File: src/rtl/core/ipid_pkg.sv
`timescale 1ns / 1ps
// Shared types and constants of the incremental PID core.
// No dependencies; every other file of the block imports this package.
package ipid_pkg;

  localparam int unsigned DATA_W     = 16;
  localparam int unsigned GAIN_W     = 32;
  localparam int unsigned CFG_IDX_W  = 8;
  localparam int unsigned CFG_DATA_W = 32;

  localparam logic signed [DATA_W-1:0] DRIVE_MAX = 16'sh7FFF;
  localparam logic signed [DATA_W-1:0] DRIVE_MIN = -16'sh7FFF;

  localparam logic signed [DATA_W-1:0] TARGET_RST     = 16'sd400;
  localparam logic signed [GAIN_W-1:0] RISE_NOW_RST   = 32'sd4831209;
  localparam logic signed [GAIN_W-1:0] RISE_BACK1_RST = -32'sd5347737;
  localparam logic signed [GAIN_W-1:0] RISE_BACK2_RST = 32'sd524288;
  localparam logic signed [GAIN_W-1:0] FALL_NOW_RST   = 32'sd5144838;
  localparam logic signed [GAIN_W-1:0] FALL_BACK1_RST = -32'sd6186598;
  localparam logic signed [GAIN_W-1:0] FALL_BACK2_RST = 32'sd1048576;

  typedef enum logic [CFG_IDX_W-1:0] {
    REG_TARGET     = 8'd0,
    REG_RISING     = 8'd1,
    REG_RISE_NOW   = 8'd2,
    REG_RISE_BACK1 = 8'd3,
    REG_RISE_BACK2 = 8'd4,
    REG_FALL_NOW   = 8'd5,
    REG_FALL_BACK1 = 8'd6,
    REG_FALL_BACK2 = 8'd7
  } ipid_reg_e;

  // Active setpoint and gain set as seen by the datapath.
  typedef struct packed {
    logic signed [DATA_W-1:0] target;
    logic signed [GAIN_W-1:0] gain_now;
    logic signed [GAIN_W-1:0] gain_back1;
    logic signed [GAIN_W-1:0] gain_back2;
    logic                     clear_hist;
  } ipid_cfg_t;

endpackage

File: src/rtl/core/ipid_cfg_if.sv
`timescale 1ns / 1ps
// Configuration write channel of the incremental PID core.
// Depends on ipid_pkg for the index and data widths.
interface ipid_cfg_if import ipid_pkg::*; ();
  logic                  valid;
  logic                  ready;
  logic [CFG_IDX_W-1:0]  index;
  logic [CFG_DATA_W-1:0] data;

  modport source (output valid, index, data, input ready);
  modport sink   (input valid, index, data, output ready);
endinterface

File: src/rtl/core/ipid_meas_if.sv
`timescale 1ns / 1ps
// Measurement input channel of the incremental PID core.
// Depends on ipid_pkg for the sample width.
interface ipid_meas_if import ipid_pkg::*; ();
  logic                     valid;
  logic                     ready;
  logic signed [DATA_W-1:0] measurement;

  modport source (output valid, measurement, input ready);
  modport sink   (input valid, measurement, output ready);
endinterface

File: src/rtl/core/ipid_drive_if.sv
`timescale 1ns / 1ps
// Drive output channel of the incremental PID core.
// Depends on ipid_pkg for the sample width.
interface ipid_drive_if import ipid_pkg::*; ();
  logic                     valid;
  logic                     ready;
  logic signed [DATA_W-1:0] drive_value;

  modport source (output valid, drive_value, input ready);
  modport sink   (input valid, drive_value, output ready);
endinterface

File: src/rtl/core/ipid_cfg_regs.sv
`timescale 1ns / 1ps
// Register file of the incremental PID core: setpoint, direction and both gain sets.
// Depends on ipid_pkg and ipid_cfg_if.
module ipid_cfg_regs import ipid_pkg::*; (
  input  logic      clk_i,
  input  logic      rst_ni,
  ipid_cfg_if.sink  cfg_i,
  output ipid_cfg_t cfg_o
);

  logic signed [DATA_W-1:0] target_q;
  logic                     rising_q;
  logic signed [GAIN_W-1:0] rise_now_q, rise_back1_q, rise_back2_q;
  logic signed [GAIN_W-1:0] fall_now_q, fall_back1_q, fall_back2_q;
  logic                     wr_en;

  assign cfg_i.ready = 1'b1;
  assign wr_en       = cfg_i.valid;

  always_ff @(posedge clk_i or negedge rst_ni) begin
    if (!rst_ni) begin
      target_q     <= TARGET_RST;
      rising_q     <= 1'b1;
      rise_now_q   <= RISE_NOW_RST;
      rise_back1_q <= RISE_BACK1_RST;
      rise_back2_q <= RISE_BACK2_RST;
      fall_now_q   <= FALL_NOW_RST;
      fall_back1_q <= FALL_BACK1_RST;
      fall_back2_q <= FALL_BACK2_RST;
    end else if (wr_en) begin
      unique case (ipid_reg_e'(cfg_i.index))
        REG_TARGET:     target_q     <= cfg_i.data[DATA_W-1:0];
        REG_RISING:     rising_q     <= cfg_i.data[0];
        REG_RISE_NOW:   rise_now_q   <= cfg_i.data[GAIN_W-1:0];
        REG_RISE_BACK1: rise_back1_q <= cfg_i.data[GAIN_W-1:0];
        REG_RISE_BACK2: rise_back2_q <= cfg_i.data[GAIN_W-1:0];
        REG_FALL_NOW:   fall_now_q   <= cfg_i.data[GAIN_W-1:0];
        REG_FALL_BACK1: fall_back1_q <= cfg_i.data[GAIN_W-1:0];
        REG_FALL_BACK2: fall_back2_q <= cfg_i.data[GAIN_W-1:0];
        default: ;
      endcase
    end
  end

  // Setpoint and direction writes restart the regulator history.
  always_comb begin
    cfg_o.target     = target_q;
    cfg_o.gain_now   = rising_q ? rise_now_q   : fall_now_q;
    cfg_o.gain_back1 = rising_q ? rise_back1_q : fall_back1_q;
    cfg_o.gain_back2 = rising_q ? rise_back2_q : fall_back2_q;
    cfg_o.clear_hist = wr_en && ((ipid_reg_e'(cfg_i.index) == REG_TARGET) ||
                                 (ipid_reg_e'(cfg_i.index) == REG_RISING));
  end

endmodule

File: src/rtl/core/incremental_pid_two_gain_sets_core.sv
`timescale 1ns / 1ps
// Top level of the velocity-form PID regulator with two gain sets.
// Depends on ipid_pkg, the three channel interfaces and ipid_cfg_regs.
//
// Usage:
//   cfg_i   writes one register per transaction (index 0 setpoint, 1 direction,
//           2..4 rising gains, 5..7 falling gains); it is always ready. Indexes
//           above 7 are dropped. Writing the setpoint or the direction clears the
//           error history and the last drive value. Write only while idle.
//   meas_i  takes one measurement per transaction.
//   drive_o returns one saturated drive value per measurement, in order.
// Timing:
//   Three register stages: measurement register, product register, result
//   register. The pipeline takes a new measurement every cycle unless the
//   receiver stalls; the three parallel 16x32 multipliers of the product
//   stage set the clock period. The last drive value feeds back only into
//   the final add and saturate.
// Reset and stall:
//   Reset restores the default setpoint, rising direction and gain sets and
//   empties the pipeline. When the receiver stalls, the result register holds
//   and earlier stages keep filling until each holds an item; then meas_i
//   drops ready. No transaction is lost or repeated.
module incremental_pid_two_gain_sets_core import ipid_pkg::*; #(
  parameter int unsigned FRAC_BITS = 19
) (
  input  logic          clk_i,
  input  logic          rst_ni,
  ipid_cfg_if.sink      cfg_i,
  ipid_meas_if.sink     meas_i,
  ipid_drive_if.source  drive_o
);

  localparam int unsigned ProdW = DATA_W + GAIN_W;
  // Three products plus the previous drive need two guard bits.
  localparam int unsigned SumW  = ProdW + 2;

  ipid_cfg_t cfg;

  ipid_cfg_regs u_cfg_regs (
    .clk_i  (clk_i),
    .rst_ni (rst_ni),
    .cfg_i  (cfg_i),
    .cfg_o  (cfg)
  );

  // Stage valids and advance enables. Each stage moves when the next one
  // is empty or moving itself.
  logic a_valid_q, b_valid_q, out_valid_q;
  logic en_a, en_b, en_out;

  assign en_out       = !out_valid_q || drive_o.ready;
  assign en_b         = !b_valid_q || en_out;
  assign en_a         = !a_valid_q || en_b;
  assign meas_i.ready = en_a;

  // Stage A: registered measurement.
  logic signed [DATA_W-1:0] meas_q;

  // Error history, e[n-1] and e[n-2], and the previous drive.
  logic signed [DATA_W-1:0] err1_q, err2_q, last_drive_q;

  // Stage B: the three products.
  logic signed [DATA_W-1:0] err_d;
  logic signed [ProdW-1:0]  p_now_d, p_back1_d, p_back2_d;
  logic signed [ProdW-1:0]  p_now_q, p_back1_q, p_back2_q;

  // Output stage: sum, scale, add previous drive, saturate.
  logic signed [SumW-1:0]   sum_d, scaled_d, total_d;
  logic signed [DATA_W-1:0] drive_d, drive_q;

  assign err_d     = DATA_W'(cfg.target - meas_q);
  assign p_now_d   = ProdW'(err_d)  * ProdW'(cfg.gain_now);
  assign p_back1_d = ProdW'(err1_q) * ProdW'(cfg.gain_back1);
  assign p_back2_d = ProdW'(err2_q) * ProdW'(cfg.gain_back2);

  // The previous drive enters the accumulator shifted up by FRAC_BITS, so its
  // low bits are zero and it can be added after the floor shift instead.
  assign sum_d    = SumW'(p_now_q) + SumW'(p_back1_q) + SumW'(p_back2_q);
  assign scaled_d = sum_d >>> FRAC_BITS;
  assign total_d  = scaled_d + SumW'(last_drive_q);

  always_comb begin
    if (total_d > SumW'(DRIVE_MAX)) begin
      drive_d = DRIVE_MAX;
    end else if (total_d < SumW'(DRIVE_MIN)) begin
      drive_d = DRIVE_MIN;
    end else begin
      drive_d = total_d[DATA_W-1:0];
    end
  end

  always_ff @(posedge clk_i or negedge rst_ni) begin
    if (!rst_ni) begin
      a_valid_q   <= 1'b0;
      b_valid_q   <= 1'b0;
      out_valid_q <= 1'b0;
    end else begin
      if (en_a) begin
        a_valid_q <= meas_i.valid;
      end
      if (en_b) begin
        b_valid_q <= a_valid_q;
      end
      if (en_out) begin
        out_valid_q <= b_valid_q;
      end
    end
  end

  // History registers. The user must keep configuration writes to times when the
  // pipeline is empty; the block does not enforce it. A clear wins over an update.
  always_ff @(posedge clk_i or negedge rst_ni) begin
    if (!rst_ni) begin
      err1_q       <= '0;
      err2_q       <= '0;
      last_drive_q <= '0;
    end else if (cfg.clear_hist) begin
      err1_q       <= '0;
      err2_q       <= '0;
      last_drive_q <= '0;
    end else begin
      if (en_b && a_valid_q) begin
        err1_q <= err_d;
        err2_q <= err1_q;
      end
      if (en_out && b_valid_q) begin
        last_drive_q <= drive_d;
      end
    end
  end

  // Payload registers.
  always_ff @(posedge clk_i) begin
    if (en_a && meas_i.valid) begin
      meas_q <= meas_i.measurement;
    end
    if (en_b && a_valid_q) begin
      p_now_q   <= p_now_d;
      p_back1_q <= p_back1_d;
      p_back2_q <= p_back2_d;
    end
    if (en_out && b_valid_q) begin
      drive_q <= drive_d;
    end
  end

  assign drive_o.valid       = out_valid_q;
  assign drive_o.drive_value = drive_q;

  // The saturation never lets the most negative code through.
  assert property (@(posedge clk_i) disable iff (!rst_ni)
    drive_o.valid |-> (drive_o.drive_value != -16'sh8000))
    else $error("drive value reached the excluded negative code");

  // The fed-back drive equals the most recently produced result, except in a history clear.
  assert property (@(posedge clk_i) disable iff (!rst_ni)
    (drive_o.valid && !cfg.clear_hist) |-> (last_drive_q == drive_q))
    else $error("fed-back drive differs from the last result");

  // A setpoint or direction write leaves the history cleared.
  assert property (@(posedge clk_i) disable iff (!rst_ni)
    cfg.clear_hist |=> (err1_q == '0 && err2_q == '0 && last_drive_q == '0))
    else $error("history not cleared after setpoint or direction write");

  // An item held in the product stage is not dropped while the output stalls.
  assert property (@(posedge clk_i) disable iff (!rst_ni)
    (b_valid_q && !en_out) |=> (b_valid_q && $stable(p_now_q)))
    else $error("product stage lost an item during a stall");

endmodule

File: src/flat_wrapper.sv
// flat-port wrapper written by rule: the top's interface ports become plain ports
module incremental_pid_two_gain_sets_core_flat import ipid_pkg::*;
#(
  parameter int unsigned FRAC_BITS = 19
)
  (clk_i, rst_ni, cfg_i_valid, cfg_i_index, cfg_i_data, cfg_i_ready, meas_i_valid, meas_i_measurement, meas_i_ready, drive_o_valid, drive_o_drive_value, drive_o_ready);
  ipid_cfg_if cfg_i_i ();
  ipid_meas_if meas_i_i ();
  ipid_drive_if drive_o_i ();
  input  logic clk_i;
  input  logic rst_ni;
  input wire logic [$bits(cfg_i_i.valid)-1:0] cfg_i_valid;
  input wire logic [$bits(cfg_i_i.index)-1:0] cfg_i_index;
  input wire logic [$bits(cfg_i_i.data)-1:0] cfg_i_data;
  output wire logic [$bits(cfg_i_i.ready)-1:0] cfg_i_ready;
  input wire logic [$bits(meas_i_i.valid)-1:0] meas_i_valid;
  input wire logic [$bits(meas_i_i.measurement)-1:0] meas_i_measurement;
  output wire logic [$bits(meas_i_i.ready)-1:0] meas_i_ready;
  output wire logic [$bits(drive_o_i.valid)-1:0] drive_o_valid;
  output wire logic [$bits(drive_o_i.drive_value)-1:0] drive_o_drive_value;
  input wire logic [$bits(drive_o_i.ready)-1:0] drive_o_ready;
  assign cfg_i_i.valid = cfg_i_valid;
  assign cfg_i_i.index = cfg_i_index;
  assign cfg_i_i.data = cfg_i_data;
  assign cfg_i_ready = cfg_i_i.ready;
  assign meas_i_i.valid = meas_i_valid;
  assign meas_i_i.measurement = meas_i_measurement;
  assign meas_i_ready = meas_i_i.ready;
  assign drive_o_valid = drive_o_i.valid;
  assign drive_o_drive_value = drive_o_i.drive_value;
  assign drive_o_i.ready = drive_o_ready;
  incremental_pid_two_gain_sets_core #(.FRAC_BITS(FRAC_BITS)) u_core (.clk_i(clk_i), .rst_ni(rst_ni), .cfg_i(cfg_i_i), .meas_i(meas_i_i), .drive_o(drive_o_i));
endmodule
File: config.mk
export PLATFORM = sky130hd
export DESIGN_NAME = incremental_pid_two_gain_sets_core_flat
export DESIGN_NICKNAME = d
export VERILOG_FILES = /design/src/rtl/core/ipid_pkg.sv /design/src/rtl/core/ipid_cfg_if.sv /design/src/rtl/core/ipid_meas_if.sv /design/src/rtl/core/ipid_drive_if.sv /design/src/rtl/core/ipid_cfg_regs.sv /design/src/rtl/core/incremental_pid_two_gain_sets_core.sv /design/src/flat_wrapper.sv
export SDC_FILE = /design/constraint.sdc
export NUM_CORES = 2
export LEC_CHECK = 0
export ABC_AREA = 0
export BUFFER_PORTS_ARGS = -buffer_cell sky130_fd_sc_hd__buf_2
export CORE_MARGIN = 8
export CORE_UTILIZATION = 34
export DETAILED_ROUTE_END_ITERATION = 8
export GPL_TIMING_DRIVEN = 1
export PLACE_DENSITY_LB_ADDON = 0.12
export SYNTH_ARGS = -nofsm -noshare
export SYNTH_HDL_FRONTEND = slang
export SYNTH_HIERARCHICAL = 1
export SYNTH_SLANG_ARGS = --single-unit
File: constraint.sdc
create_clock -name clk_i -period 19.15 [get_ports clk_i]
set_input_delay 3.83 -clock clk_i [delete_from_list [all_inputs] [get_ports clk_i]]
set_output_delay 3.83 -clock clk_i [all_outputs]
set_load 0.02 [all_outputs]
==> reports/qor.txt <==
Cts hold-fix bufs -> 0
Final period util -> 51.93%
Dpl hpwl -> 179,100 µm
CTS tree -> built
Worst R2R End -> u_core/p_now_q[46]
Worst Setup Start Kind -> flip-flop
Critical R2R Launch -> u_core/u_cfg_regs/target_q[0]
Hold Path Sink -> u_core/u_cfg_regs/fall_now_q[6]
Min-Delay Path Depth -> 1
Hold slack final -> 0.4902 ns
Count of different cell masters after synthesis -> 95
Final-report max-slew violation count -> 0
CP Capture Type -> flip-flop
Dominant cells by area after synthesis -> fa_1 40%, inv_1 8.5%, ha_1 7.3%
Clock Sink Count -> 436
Slew HR -> 21.58%
Hold_sp -> u_core/u_cfg_regs/fall_now_q[6]
Critical path type -> flip-flop to flip-flop
Tmin final -> 9.945 ns
Clk pwr share -> 8.1%
Post-CTS setup buffers -> 0
Flop2flop setup slack -> 9.20 ns
CP top delay family -> compound AO/OA/AOI/OAI gates
Wire length per cell -> 22.58 µm
Area leader, netlist -> fa_1
Max incr delay on CP -> 0.64 ns
Largest net degree at the start of global routing -> 75
P&R area growth vs syn -> 6.929%
Worst-Margin Slew -> 1.168 ns
I/O Buffers -> 78
Inst Count DP -> 10,440
Starting Density -> 34.16%
CTS Buf Count -> 53
Clk root buf -> clkbuf_16
Skew final -> 0.06543 ns
Post-synth EDFFs -> 176
Vias in the first global route -> 57,780
Longest Clk Path Bufs -> 3
Initial antenna violation count -> 10
Final Util -> 36.53%
Pleak -> 36.41 nW
FMAX -> 100.6 MHz
Synthesized Nets -> 9,746
Remaining DRCs -> 0
DRT antenna net count -> 0
Sequential Power Share -> 11.7%
Gr usage total -> 20.33%
Layout cells sized above 1 -> 8.611%
Core area -> 0.2195 mm²
Worst vdd ir -> 0.0002916 V
Worst Path Arrival -> 10.37 ns
Yosys top cell area share -> 40.23%
Initial drt markers -> 2,823
Layout filler cell count -> 22,360
Total count of hold-check failures in the final report -> 0
Clock latency on the worst-skew pair -> 0.68 ns
R2r worst-path depth -> 35
Fin nets -> 9,625
GR Overflow Total -> 0
Via density per instance -> 4.945
Max Fanout on Critical Path -> 33
P_int -> 5.857 mW
Psw -> 7.430 mW
Non-filler cells, final -> 10,540
Register bit total from synthesis -> 436
Register area share after synthesis -> 15.84%
Synth Cell Area -> 0.07499 mm²
Drt pass-1 iters -> 5
H-tree depth -> 2
Cells after synthesis -> 7,741
CP max stage cell -> o21ai_0
Vias -> 52,110
CP required -> 19.58 ns
Pwr Total -> 13.29 mW
Yosys warnings -> 6
Setup TNS -> 0 ns
Switching share of power -> 55.92%
Primary FF master, synth -> dfrtp_1
CTS clk-pin slew, worst paths -> 0.06 ns
Share of async-settable or async-resettable flops after synthesis -> 59.63%
RSZ-0062 raised after global routing -> false
Max Cap Viol -> 0
Row cnt -> 172
Status -> finished clean
WP buf/inv -> 6
Die area -> 0.2359 mm²
Most used cell, CP -> fa_1
Hold WC Path Type -> flip-flop to flip-flop
Die Span Y -> 485.6 µm
Top-level I/O count -> 80
CTS resizes -> 0
Detailed-route wire length -> 237,900 µm
Syn_area_per_cell -> 9.688 µm²
Final estimated routing congestion in global placement -> 0.8733
Combinational fraction of design power -> 80.2%
Die width -> 485.6 µm
First-pass GRT wire length -> 365,500 µm
Final Setup Violations -> 0
Pwr Density -> 165.7 mW/mm²
Largest regs -> u_core/p_back1_q (48), u_core/p_back2_q (48), u_core/p_now_q (48)
-- Yosys cell counts (all sizes together) (8+ instances only) --
cell / n
a31oi: 16
nand4: 20
or2: 14
o21ai: 114
or3: 17
clkbuf: 297
a21oi: 223
and4: 8
o31ai: 12
a21boi: 9
ha: 437
nand2b: 99
xor2: 57
o21a: 32
buf: 25
a211o: 8
nand3: 47
fa: 1507
inv: 1702
and2: 460
a21o: 77
nor4: 10
o211ai: 26
a211oi: 35
mux2: 306
a41oi: 8
nor3: 38
nor2b: 62
nand2: 1150
edfxtp: 176
and3: 18
o21bai: 30
dfrtp: 191
xnor2: 161
dfstp: 69
nor2: 179
a2111oi: 9
-- routing by layer --
metal	share of wire, %	track usage [%]	vias up
met1	44	27.30	27720
met2	49	35.60	972
met3	3.9	1.899	239
li1	-	-	23190
met4	2.7	4.753	0
met5	0	0	-
-- layout make-up --
cell class	instances	area [µm²]	area share [%]
antenna	2	5.005	0.006241
clock inverter	33	402.9	0.5024
inverter	1703	6397	7.978
timing repair buffer	146	910.9	1.136
sequential	436	11890	14.83
multi-input combinational	5280	55550	69.27
tap	2871	3592	4.480
clock buffer	67	1440	1.796
-- power by group through the flow --
stage | combinational [mW] | clock (mW) | sequential (mW)
after floorplan | 7.53 | 0 | 1.49
after global placement | 10.6 | 0 | 1.58
after detailed placement | 10.6 | 0 | 1.58
after CTS | 10.7 | 1.11 | 1.56
after global routing | 11.8 | 1.14 | 1.58
final | 10.7 | 1.07 | 1.56
-- cell families (layout without fill, tap and decap cells) --
| family | after synthesis | after routing | share of synthesized area, % |
|---|---|---|---|
| xor+xnor | 218 | 218 | 2.546 |
| flops | 436 | 436 | 15.84 |
| mux | 310 | 310 | 4.648 |
| buf+inv | 2025 | 1949 | 10.25 |
| fa+ha+maj | 1944 | 1944 | 47.52 |
| simple gates | 2148 | 2148 | 13.53 |
| other cells | 1 | 3 | 0.005000 |
| compound gates | 659 | 659 | 5.663 |
-- worst max-delay path by stage --
stage | start | endpoint | slack [ns] | cells after the start
floorplan | drive_o_ready | u_core/p_back1_q[0] | 10.32 | 5
global placement | u_core/u_cfg_regs/target_q[0] | u_core/p_now_q[46] | 9.19 | 36
detailed placement | u_core/u_cfg_regs/target_q[0] | u_core/p_now_q[46] | 9.20 | 35
CTS | u_core/u_cfg_regs/target_q[0] | u_core/p_now_q[46] | 9.20 | 35
global route | u_core/u_cfg_regs/target_q[0] | u_core/p_now_q[46] | 8.52 | 35
finish | u_core/u_cfg_regs/target_q[0] | u_core/p_now_q[46] | 9.20 | 35
-- per-stage QoR --
step	worst slack [ns]	instance area, µm²
after floorplan	10.32	74990
after global placement	9.185	78340
after detailed placement	9.201	78340
after CTS	9.198	80180
after global routing	8.520	80180
final	9.205	80190
-- layout by cell type, fill, tap and decap left out, drive strengths merged, types with 17 or more instances in the layout --
cell,count
nor3,38
dfstp,69
o21bai,30
xor2,57
a21oi,223
nor2,179
o21ai,114
a211oi,35
o21a,32
edfxtp,176
dfrtp,191
buf,146
inv,1708
clkinv,17
fa,1507
mux2,306
a21o,77
nand2,1150
and2,460
clkbuf,67
xnor2,161
nand4,20
ha,437
nand3,47
nand2b,99
and3,18
o211ai,26
or3,17
nor2b,62
-- worst register-to-register path: cells and delay by family, from the launching register on --
kind / cells / cell delay [ns]
compound gates: 15 / 4.26
fa+ha+maj: 9 / 3.81
buf+inv: 6 / 0.64
simple gates: 3 / 0.47
flops: 1 / 0.37
xor+xnor: 2 / 0.23
(Power assumes the default switching activity.)
